### config.mk
export PLATFORM = sky130hd
export DESIGN_NAME = lru_key_value_cache_flat
export DESIGN_NICKNAME = d
export VERILOG_FILES = /design/src/rtl/core/lkv_pkg.sv /design/src/rtl/core/lkv_channels.sv /design/src/rtl/core/lkv_store.sv /design/src/rtl/core/lru_key_value_cache.sv /design/src/flat_wrapper.sv
export VERILOG_INCLUDE_DIRS = /design/src /design/src/rtl/core
export SDC_FILE = /design/constraint.sdc
export NUM_CORES = 2
export LEC_CHECK = 0
export ABC_AREA = 1
export BUFFER_PORTS_ARGS = -buffer_cell sky130_fd_sc_hd__buf_2
export CORE_ASPECT_RATIO = 0.6
export CORE_MARGIN = 1
export CORE_UTILIZATION = 55
export DETAILED_ROUTE_END_ITERATION = 12
export GPL_TIMING_DRIVEN = 0
export PLACE_DENSITY = 0.72
export SETUP_SLACK_MARGIN = 0.1
export SYNTH_ARGS = -nofsm -noshare
export SYNTH_HDL_FRONTEND = slang
export SYNTH_SLANG_ARGS = --single-unit
### constraint.sdc
create_clock -name clock -period 8.8 [get_ports clock]
set_input_delay 0.44 -clock clock [delete_from_list [all_inputs] [get_ports clock]]
set_output_delay 0.44 -clock clock [all_outputs]
set_load 0.005 [all_outputs]
### src/rtl/core/lru_key_value_cache_defines.svh
// Assertion helpers for the LRU key/value cache. Every property is clocked on
// the rising edge of clock and is switched off while reset is high.
`ifndef LRU_KEY_VALUE_CACHE_DEFINES_SVH
`define LRU_KEY_VALUE_CACHE_DEFINES_SVH

// The consequent must hold in the same cycle as the antecedent.
`define LKV_ASSERT_NOW(label, ante, cons) \
   label: assert property (@(posedge clock) disable iff (reset) (ante) |-> (cons)) \
      else $error("lru_key_value_cache: same-cycle check failed");

// The consequent must hold in the cycle after the antecedent.
`define LKV_ASSERT_NEXT(label, ante, cons) \
   label: assert property (@(posedge clock) disable iff (reset) (ante) |=> (cons)) \
      else $error("lru_key_value_cache: next-cycle check failed");

`endif

### src/rtl/core/lkv_pkg.sv
`timescale 1ns / 1ps

package lkv_pkg;

   localparam int KEY_W      = 32;
   localparam int VALUE_W    = 31;
   localparam int RESULT_W   = 32;
   localparam int CAP_W      = 5;
   localparam int CSR_DATA_W = 32;
   localparam int CSR_ADDR_W = 3;

   // Operation codes carried in the action field.
   localparam logic ACTION_GET = 1'b0;
   localparam logic ACTION_PUT = 1'b1;

   // Register map (byte addresses).
   localparam logic [CSR_ADDR_W-1:0] REG_CAPACITY_ADDR = 3'd0;

   localparam logic [CAP_W-1:0] CAPACITY_RESET = 5'd16;

   // Returned on a get miss and on every put.
   localparam logic signed [RESULT_W-1:0] MISS_VALUE = -32'sd1;

   typedef struct packed {
      logic               action;
      logic [KEY_W-1:0]   key;
      logic [VALUE_W-1:0] value;
   } item_type;

   typedef struct packed {
      logic                       found;
      logic signed [RESULT_W-1:0] read_value;
   } result_type;

endpackage

### src/rtl/core/lkv_channels.sv
`timescale 1ns / 1ps

// Request channel: one get or put per transfer.
interface lkv_req_if;
   logic                        valid;
   logic                        ready;
   logic                        action;
   logic [lkv_pkg::KEY_W-1:0]   key;
   logic [lkv_pkg::VALUE_W-1:0] value;

   modport source (output valid, output action, output key, output value, input ready);
   modport sink   (input valid, input action, input key, input value, output ready);
endinterface

// Response channel: one result per request.
interface lkv_rsp_if;
   logic                                valid;
   logic                                ready;
   logic                                found;
   logic signed [lkv_pkg::RESULT_W-1:0] read_value;

   modport source (output valid, output found, output read_value, input ready);
   modport sink   (input valid, input found, input read_value, output ready);
endinterface

### src/rtl/core/lkv_store.sv
`timescale 1ns / 1ps

// Entry storage with parallel key match, recency ranks and occupancy count.
// The result for the presented item is combinational; state updates on the
// clock edge at which access_en is high.
module lkv_store #(
   parameter int ENTRIES = 16
) (
   input  logic                                  clock,
   input  logic                                  reset,
   input  logic                                  access_en,
   input  lkv_pkg::item_type                     item,
   input  logic [lkv_pkg::CAP_W-1:0]             capacity,
   output lkv_pkg::result_type                   result,
   output logic [$clog2(ENTRIES+1)-1:0]          occupancy
);

   localparam int RANK_W = $clog2(ENTRIES);
   localparam int CNT_W  = $clog2(ENTRIES + 1);
   localparam int CMP_W  = (CNT_W > lkv_pkg::CAP_W) ? CNT_W : lkv_pkg::CAP_W;

   logic [lkv_pkg::KEY_W-1:0]   key_ff   [ENTRIES];
   logic [lkv_pkg::VALUE_W-1:0] value_ff [ENTRIES];
   logic [RANK_W-1:0]           rank_ff  [ENTRIES];
   logic [ENTRIES-1:0]          valid_ff;
   logic [CNT_W-1:0]            occ_ff;

   logic [ENTRIES-1:0]          hit_oh;
   logic [ENTRIES-1:0]          victim_oh;
   logic [ENTRIES-1:0]          free_oh;
   logic [ENTRIES-1:0]          target_oh;
   logic [lkv_pkg::VALUE_W-1:0] hit_value;
   logic [RANK_W-1:0]           hit_rank;
   logic [CMP_W-1:0]            cap_ext;
   logic [CMP_W-1:0]            eff_cap;
   logic [CNT_W-1:0]            threshold;
   logic                        hit;
   logic                        is_put;
   logic                        do_fill;
   logic                        update;

   always_comb begin
      hit_value = '0;
      hit_rank  = '0;
      for (int i = 0; i < ENTRIES; i++) begin
         hit_oh[i]    = valid_ff[i] && (key_ff[i] == item.key);
         victim_oh[i] = valid_ff[i] && (CNT_W'(rank_ff[i]) == occ_ff - 1'b1);
         hit_value    = hit_value | (value_ff[i] & {lkv_pkg::VALUE_W{hit_oh[i]}});
         hit_rank     = hit_rank | (rank_ff[i] & {RANK_W{hit_oh[i]}});
      end
   end

   // Lowest free slot, isolated as the lowest set bit of the free mask.
   assign free_oh = ~valid_ff & (valid_ff + 1'b1);

   always_comb begin
      cap_ext = CMP_W'(capacity);
      if (capacity == '0) begin
         eff_cap = CMP_W'(1);
      end else if (cap_ext > CMP_W'(ENTRIES)) begin
         eff_cap = CMP_W'(ENTRIES);
      end else begin
         eff_cap = cap_ext;
      end
   end

   assign hit     = |hit_oh;
   assign is_put  = (item.action == lkv_pkg::ACTION_PUT);
   assign do_fill = is_put && !hit && (CMP_W'(occ_ff) < eff_cap);
   assign update  = access_en && (hit || is_put);

   // Entries ranked below the threshold age by one; the target becomes rank 0.
   always_comb begin
      priority if (hit) begin
         target_oh = hit_oh;
         threshold = CNT_W'(hit_rank);
      end else if (do_fill) begin
         target_oh = free_oh;
         threshold = occ_ff;
      end else begin
         target_oh = victim_oh;
         threshold = occ_ff - 1'b1;
      end
   end

   always_comb begin
      result.found = hit;
      if (!is_put && hit) begin
         result.read_value = $signed({1'b0, hit_value});
      end else begin
         result.read_value = lkv_pkg::MISS_VALUE;
      end
   end

   always_ff @(posedge clock) begin
      if (reset) begin
         valid_ff <= '0;
         occ_ff   <= '0;
         for (int i = 0; i < ENTRIES; i++) begin
            rank_ff[i] <= '0;
         end
      end else begin
         if (update) begin
            for (int i = 0; i < ENTRIES; i++) begin
               if (target_oh[i]) begin
                  rank_ff[i] <= '0;
               end else if (valid_ff[i] && (CNT_W'(rank_ff[i]) < threshold)) begin
                  rank_ff[i] <= rank_ff[i] + 1'b1;
               end
            end
         end
         if (access_en && do_fill) begin
            valid_ff <= valid_ff | free_oh;
            occ_ff   <= occ_ff + 1'b1;
         end
      end
   end

   always_ff @(posedge clock) begin
      if (access_en && is_put) begin
         for (int i = 0; i < ENTRIES; i++) begin
            if (target_oh[i]) begin
               key_ff[i]   <= item.key;
               value_ff[i] <= item.value;
            end
         end
      end
   end

   assign occupancy = occ_ff;

endmodule

### src/rtl/core/lru_key_value_cache.sv
// LRU key/value cache. A fully associative store of up to ENTRIES 32-bit keys,
// each holding a 31-bit value, replaced in least-recently-used order. A get
// (action 0) returns found and the stored value on a hit, or found 0 and -1 on
// a miss; a hit makes the entry the most recent. A put (action 1) always
// returns -1, with found telling whether the key was already present; it
// overwrites a present key, fills a free entry while fewer than capacity
// entries are in use, and otherwise silently evicts the least recent entry.
// The store is empty after reset. Each request passes an input register and a
// result register; the response is offered once the staged request has been
// processed into the result register. One request per cycle is sustained
// while rsp_bus.ready stays high; the rate is set by the parallel key
// compare and rank update over all entries. The capacity register (byte
// address 0, reset 16, zero read as one, values above ENTRIES read as ENTRIES)
// may only be written while no request is in flight.
`timescale 1ns / 1ps
`include "lru_key_value_cache_defines.svh"

module lru_key_value_cache #(
   parameter int ENTRIES = 16
) (
   input  logic                             clock,
   input  logic                             reset,
   lkv_req_if.sink                          req_bus,
   lkv_rsp_if.source                        rsp_bus,
   input  logic                             csr_psel,
   input  logic                             csr_penable,
   input  logic                             csr_pwrite,
   input  logic [lkv_pkg::CSR_ADDR_W-1:0]   csr_paddr,
   input  logic [lkv_pkg::CSR_DATA_W-1:0]   csr_pwdata,
   output logic [lkv_pkg::CSR_DATA_W-1:0]   csr_prdata,
   output logic                             csr_pready
);

   localparam int CNT_W = $clog2(ENTRIES + 1);

   // Input stage: holds one accepted request until the store consumes it.
   logic                      stage_valid_ff;
   logic                      stage_valid_in;
   lkv_pkg::item_type         stage_item_ff;

   // Output stage: holds one result until the response transfer.
   logic                      rsp_valid_ff;
   logic                      rsp_valid_in;
   lkv_pkg::result_type       rsp_result_ff;

   logic [lkv_pkg::CAP_W-1:0] capacity_ff;
   logic [lkv_pkg::CAP_W-1:0] capacity_in;

   lkv_pkg::result_type       store_result;
   logic [CNT_W-1:0]          occupancy;
   logic                      advance;
   logic                      req_fire;
   logic                      csr_write;

   // The staged request is processed whenever the result register is free or
   // is being emptied in the same cycle.
   assign advance       = stage_valid_ff && (!rsp_valid_ff || rsp_bus.ready);
   assign req_bus.ready = !stage_valid_ff || advance;
   assign req_fire      = req_bus.valid && req_bus.ready;

   assign csr_write  = csr_psel && csr_penable && csr_pwrite && csr_pready
                       && (csr_paddr == lkv_pkg::REG_CAPACITY_ADDR);
   assign csr_pready = 1'b1;
   assign csr_prdata = (csr_paddr == lkv_pkg::REG_CAPACITY_ADDR)
                       ? lkv_pkg::CSR_DATA_W'(capacity_ff) : '0;

   always_comb begin
      stage_valid_in = req_bus.ready ? req_bus.valid : stage_valid_ff;
      if (advance) begin
         rsp_valid_in = 1'b1;
      end else if (rsp_bus.ready) begin
         rsp_valid_in = 1'b0;
      end else begin
         rsp_valid_in = rsp_valid_ff;
      end
      capacity_in = csr_write ? csr_pwdata[lkv_pkg::CAP_W-1:0] : capacity_ff;
   end

   always_ff @(posedge clock) begin
      if (reset) begin
         stage_valid_ff <= 1'b0;
         rsp_valid_ff   <= 1'b0;
         capacity_ff    <= lkv_pkg::CAPACITY_RESET;
      end else begin
         stage_valid_ff <= stage_valid_in;
         rsp_valid_ff   <= rsp_valid_in;
         capacity_ff    <= capacity_in;
      end
   end

   // Payload registers carry no reset; their valid flags qualify them.
   always_ff @(posedge clock) begin
      if (req_fire) begin
         stage_item_ff.action <= req_bus.action;
         stage_item_ff.key    <= req_bus.key;
         stage_item_ff.value  <= req_bus.value;
      end
      if (advance) begin
         rsp_result_ff <= store_result;
      end
   end

   lkv_store #(
      .ENTRIES (ENTRIES)
   ) u_store (
      .clock     (clock),
      .reset     (reset),
      .access_en (advance),
      .item      (stage_item_ff),
      .capacity  (capacity_ff),
      .result    (store_result),
      .occupancy (occupancy)
   );

   assign rsp_bus.valid      = rsp_valid_ff;
   assign rsp_bus.found      = rsp_result_ff.found;
   assign rsp_bus.read_value = rsp_result_ff.read_value;

   // Occupancy never exceeds the number of physical entries.
   `LKV_ASSERT_NOW(a_occ_bound, 1'b1, occupancy <= CNT_W'(ENTRIES))

   // Occupancy moves only on a processed request, and then by at most one.
   `LKV_ASSERT_NEXT(a_occ_idle, !advance, $stable(occupancy))
   `LKV_ASSERT_NEXT(a_occ_step, advance,
      (occupancy == $past(occupancy)) || (occupancy == $past(occupancy) + 1'b1))

   // A processed put always yields a pending result carrying the miss value.
   `LKV_ASSERT_NEXT(a_put_result, advance && (stage_item_ff.action == lkv_pkg::ACTION_PUT),
      rsp_valid_ff && (rsp_result_ff.read_value == lkv_pkg::MISS_VALUE))

endmodule
### src/flat_wrapper.sv
// flat-port wrapper written by rule: the top's interface ports become plain ports
module lru_key_value_cache_flat 
#(
   parameter int ENTRIES = 16
)
  (clock, reset, csr_psel, csr_penable, csr_pwrite, csr_paddr, csr_pwdata, csr_prdata, csr_pready, req_bus_valid, req_bus_action, req_bus_key, req_bus_value, req_bus_ready, rsp_bus_valid, rsp_bus_found, rsp_bus_read_value, rsp_bus_ready);
  lkv_req_if req_bus_i ();
  lkv_rsp_if rsp_bus_i ();
  input  logic clock;
  input  logic reset;
  input  logic csr_psel;
  input  logic csr_penable;
  input  logic csr_pwrite;
  input  logic [lkv_pkg::CSR_ADDR_W-1:0] csr_paddr;
  input  logic [lkv_pkg::CSR_DATA_W-1:0] csr_pwdata;
  output logic [lkv_pkg::CSR_DATA_W-1:0] csr_prdata;
  output logic csr_pready;
  input wire logic [$bits(req_bus_i.valid)-1:0] req_bus_valid;
  input wire logic [$bits(req_bus_i.action)-1:0] req_bus_action;
  input wire logic [$bits(req_bus_i.key)-1:0] req_bus_key;
  input wire logic [$bits(req_bus_i.value)-1:0] req_bus_value;
  output wire logic [$bits(req_bus_i.ready)-1:0] req_bus_ready;
  output wire logic [$bits(rsp_bus_i.valid)-1:0] rsp_bus_valid;
  output wire logic [$bits(rsp_bus_i.found)-1:0] rsp_bus_found;
  output wire logic [$bits(rsp_bus_i.read_value)-1:0] rsp_bus_read_value;
  input wire logic [$bits(rsp_bus_i.ready)-1:0] rsp_bus_ready;
  assign req_bus_i.valid = req_bus_valid;
  assign req_bus_i.action = req_bus_action;
  assign req_bus_i.key = req_bus_key;
  assign req_bus_i.value = req_bus_value;
  assign req_bus_ready = req_bus_i.ready;
  assign rsp_bus_valid = rsp_bus_i.valid;
  assign rsp_bus_found = rsp_bus_i.found;
  assign rsp_bus_read_value = rsp_bus_i.read_value;
  assign rsp_bus_i.ready = rsp_bus_ready;
  lru_key_value_cache #(.ENTRIES(ENTRIES)) u_core (.clock(clock), .reset(reset), .req_bus(req_bus_i), .rsp_bus(rsp_bus_i), .csr_psel(csr_psel), .csr_penable(csr_penable), .csr_pwrite(csr_pwrite), .csr_paddr(csr_paddr), .csr_pwdata(csr_pwdata), .csr_prdata(csr_prdata), .csr_pready(csr_pready));
endmodule
==> impl_metrics.json <==
{
  "status": "finished with violations",
  "violations": "capacitance limit, slew limit",
  "grt_max_degree": 43,
  "hp-start": "csr_pwdata[1]",
  "fill_cells": 7257,
  "dp_hpwl_um": 140000,
  "ant_nets": 0,
  "avgSynthCellArea_sq_um": 11.4,
  "rsz0062_at_grt": "no",
  "hold_viol": 0,
  "grt_pass1_vias": 36700,
  "cts_sinks": 1197,
  "fin_nets": 5167,
  "tritoncts": "built",
  "skew_ns": 0.0753,
  "fin_crit_sh_pct": 88.6,
  "io_buffers": 118,
  "final_cell_mix": "edfxtp_1 (1,169), nand2_1 (1,114), nor2_1 (411)",
  "finish.utilization_pct": 63.9,
  "cts_root_buffer": "clkbuf_16",
  "fin_cells": 6393,
  "worst-path-buf-inv": 5,
  "power_density_nw_per_um2": 195,
  "final_common_cell": "edfxtp_1",
  "worst_path_most_repeated_cell": "nand2_1",
  "start_util_pct": 56.0,
  "cp.arrival_ns": 8.18,
  "required_ns": 9.19,
  "holdPathStages": 3,
  "clk_latency_ns": 0.77,
  "gp_congestion": 1.07,
  "grt_overflow": 0,
  "fmax_mhz": 128,
  "crit_slowest_cell": "edfxtp_1",
  "io_pins": 174,
  "path_delay_family": "simple AND/OR/NAND/NOR gates",
  "min_to": "u_core.capacity_ff[1]$_SDFFE_PP0P_",
  "netlist_area_sq_um": 53100,
  "setup_viol": 0,
  "cp-start-kind": "flip-flop",
  "via_per_inst": 6.41,
  "place_inst": 6117,
  "drtPass1Iterations": 8,
  "netlist-cell-type-count": 59,
  "slew_viol_final": 159,
  "grt_usage_pct": 41.3,
  "r2r-end": "u_core.u_store.rank_ff[1][15]$_SDFFCE_PP0P_",
  "fp.dieW_um": 403,
  "syn2layout_area_growth_pct": 14.0,
  "drt_iter0_drc": 9152,
  "cap_violations": 12,
  "rows": 87,
  "ys_ff_latch": 1197,
  "fp.coreArea_sq_um": 94800,
  "relSlewSlack_pct": -10.3,
  "worst_slew_pin_slew_ns": 1.65,
  "post_drt_wl_per_cell_um": 31.9,
  "ys_warn_count": 0,
  "timing.rr.start": "u_core.stage_item_ff[57]$_DFFE_PP_",
  "synth-seq-area-share_pct": 67.1,
  "path_class": "flip-flop to flip-flop",
  "tns_ns": 0,
  "p_leak_uw": 0.0223,
  "drcViolationCount": 0,
  "power.total_uw": 11800,
  "hold_path_class": "input pin to flip-flop",
  "worstSetupEndpointType": "flip-flop",
  "htree_levels": 3,
  "min_period_ns": 7.80,
  "grt_first_pass_wirelength_um": 279000,
  "vdd_drop_max_v": 0.000165,
  "vias": 41000,
  "die_area_sq_um": 97900,
  "antenna_found_initial": 10,
  "cts_buffers": 107,
  "wl_um": 204000,
  "reg2reg_depth": 25,
  "r2r_setup_slack_ns": 1.00,
  "synth_cells": 4645,
  "clk_pin_slew_worst_paths_ns": 0.07,
  "max_stage_delay_ns": 1.36,
  "drive_above_1_share_pct": 11.0,
  "path_max_fanout": 17,
  "cts_buffer_depth": 3,
  "die_height_um": 243
}
power by group:
| group | leakage (uW) | switching [uW] | internal (uW) | total, uW |
|---|---|---|---|---|
| registers | 0.0108 | 153 | 6290 | 6450 |
| logic | 0.00986 | 425 | 189 | 614 |
| clock network | 0.00168 | 2240 | 2500 | 4750 |
| total | 0.0223 | 2820 | 8990 | 11800 |
metal layers:
layer  GRT usage (%)  up-vias  part of all wire [%]
li1                -    16900                     -
met1            62.3    19600                    39
met2            49.8     4013                    36
met3            24.0      432                    22
met4            9.67       12                   2.8
met5           0.975        -                  0.12
worst max-delay path by stage:
stage | startpoint | endpoint | cells after the start
2_1_floorplan | u_core.stage_item_ff[51]$_DFFE_PP_ | u_core.u_store.key_ff[1][224]$_DFFE_PP_ | 18
3_3_place_gp | u_core.stage_item_ff[57]$_DFFE_PP_ | u_core.u_store.key_ff[1][244]$_DFFE_PP_ | 16
3_5_place_dp | u_core.stage_item_ff[57]$_DFFE_PP_ | u_core.u_store.rank_ff[1][15]$_SDFFCE_PP0P_ | 25
4_1_cts | u_core.stage_item_ff[57]$_DFFE_PP_ | u_core.u_store.rank_ff[1][15]$_SDFFCE_PP0P_ | 25
5_1_grt | u_core.stage_item_ff[57]$_DFFE_PP_ | u_core.u_store.rank_ff[1][15]$_SDFFCE_PP0P_ | 25
6_report | u_core.stage_item_ff[57]$_DFFE_PP_ | u_core.u_store.rank_ff[1][15]$_SDFFCE_PP0P_ | 25
layout make-up:
cell class	instances	area [sq um]	area share [%]
flip-flops and latches	1197	35700	58.9
multi-input cells	2843	14900	24.6
clock buffers	125	2760	4.55
repair buffers	227	2120	3.51
well taps	1290	1610	2.66
inverters	422	1590	2.63
plain buffers	209	1200	1.98
clock inverters	77	719	1.19
diodes	3	7.51	0.0124
state kept, by name (all words and copies together), names as in the netlist:
name,count
u_core.u_store.key_ff,512
u_core.rsp_bus.found,1
u_core.capacity_ff,5
u_core.u_store.rank_ff,64
u_core.stage_item_ff,64
u_core.u_store.occupancy,5
u_core.stage_valid_ff,1
u_core.rsp_bus.read_value,32
u_core.u_store.value_ff,496
u_core.u_store.valid_ff,16
u_core.rsp_bus.valid,1
worst register-to-register path: cells and delay by family (launching register included):
family | cells | cell delay [ns]
AO/OA/AOI/OAI | 1 | 1.12
XOR/XNOR | 1 | 0.17
adder cells (fa/ha/maj) | 1 | 0.42
buffers and inverters | 5 | 1.31
flip-flops | 1 | 1.36
AND/OR/NAND/NOR | 17 | 3.06
stage by stage:
stage          hold WS (ns)  area (sq um)  setup slack, ns
2_1_floorplan         0.444         53200             2.98
3_3_place_gp          0.482         55400            -3.34
3_5_place_dp          0.483         56400             1.60
4_1_cts             0.00576         60500             1.53
5_1_grt              0.0174         60600             1.10
6_report             0.0162         60600             1.00
synthesized netlist by cell type (all sizes together):
library cell / count / area (sq um)
a2111oi: 3 / 26.3
a211oi: 2 / 15.0
a21oi: 74 / 370
a221oi: 10 / 87.6
a22o: 52 / 455
a22oi: 1 / 7.51
a311oi: 6 / 52.6
a31oi: 10 / 68.8
a32o: 133 / 1330
and2: 8 / 50.0
and3: 2 / 12.5
buf: 131 / 900
clkbuf: 78 / 293
clkinv: 3 / 11.3
conb: 2 / 7.51
dfxtp: 28 / 561
edfxtp: 1169 / 35100
ha: 54 / 676
inv: 419 / 1580
nand2: 1132 / 4310
nand3: 295 / 1530
nand3b: 2 / 15.0
nand4: 23 / 150
nor2: 444 / 1740
nor3: 17 / 100
nor4: 64 / 400
o2111ai: 9 / 78.8
o211a: 1 / 10.0
o211ai: 5 / 51.3
o21ai: 230 / 1170
o21bai: 5 / 60.1
o221ai: 1 / 8.76
o22ai: 31 / 194
o311ai: 1 / 8.76
or2: 21 / 131
xnor2: 134 / 1170
xor2: 45 / 394
logic make-up (layout without fill, tap and decap cells):
group,count (synthesis),after routing,share of synthesized area (%)
flip-flops,1197,1197,67.1
adder cells (fa/ha/maj),54,54,1.27
other,2,31,0.0141
XOR/XNOR,179,179,2.95
AO/OA/AOI/OAI,574,574,7.51
AND/OR/NAND/NOR,2008,2008,15.9
buffers and inverters,631,1060,5.24
what timing repair did:
action / 4_1_cts / 5_1_grt
hold buffers: 69 / 0
hold endpoints to repair: 69 / 0
gates resized for setup: 0 / 0
buffers inserted: 0 / 0
No activity file was read; power rests on OpenSTA's default activity.
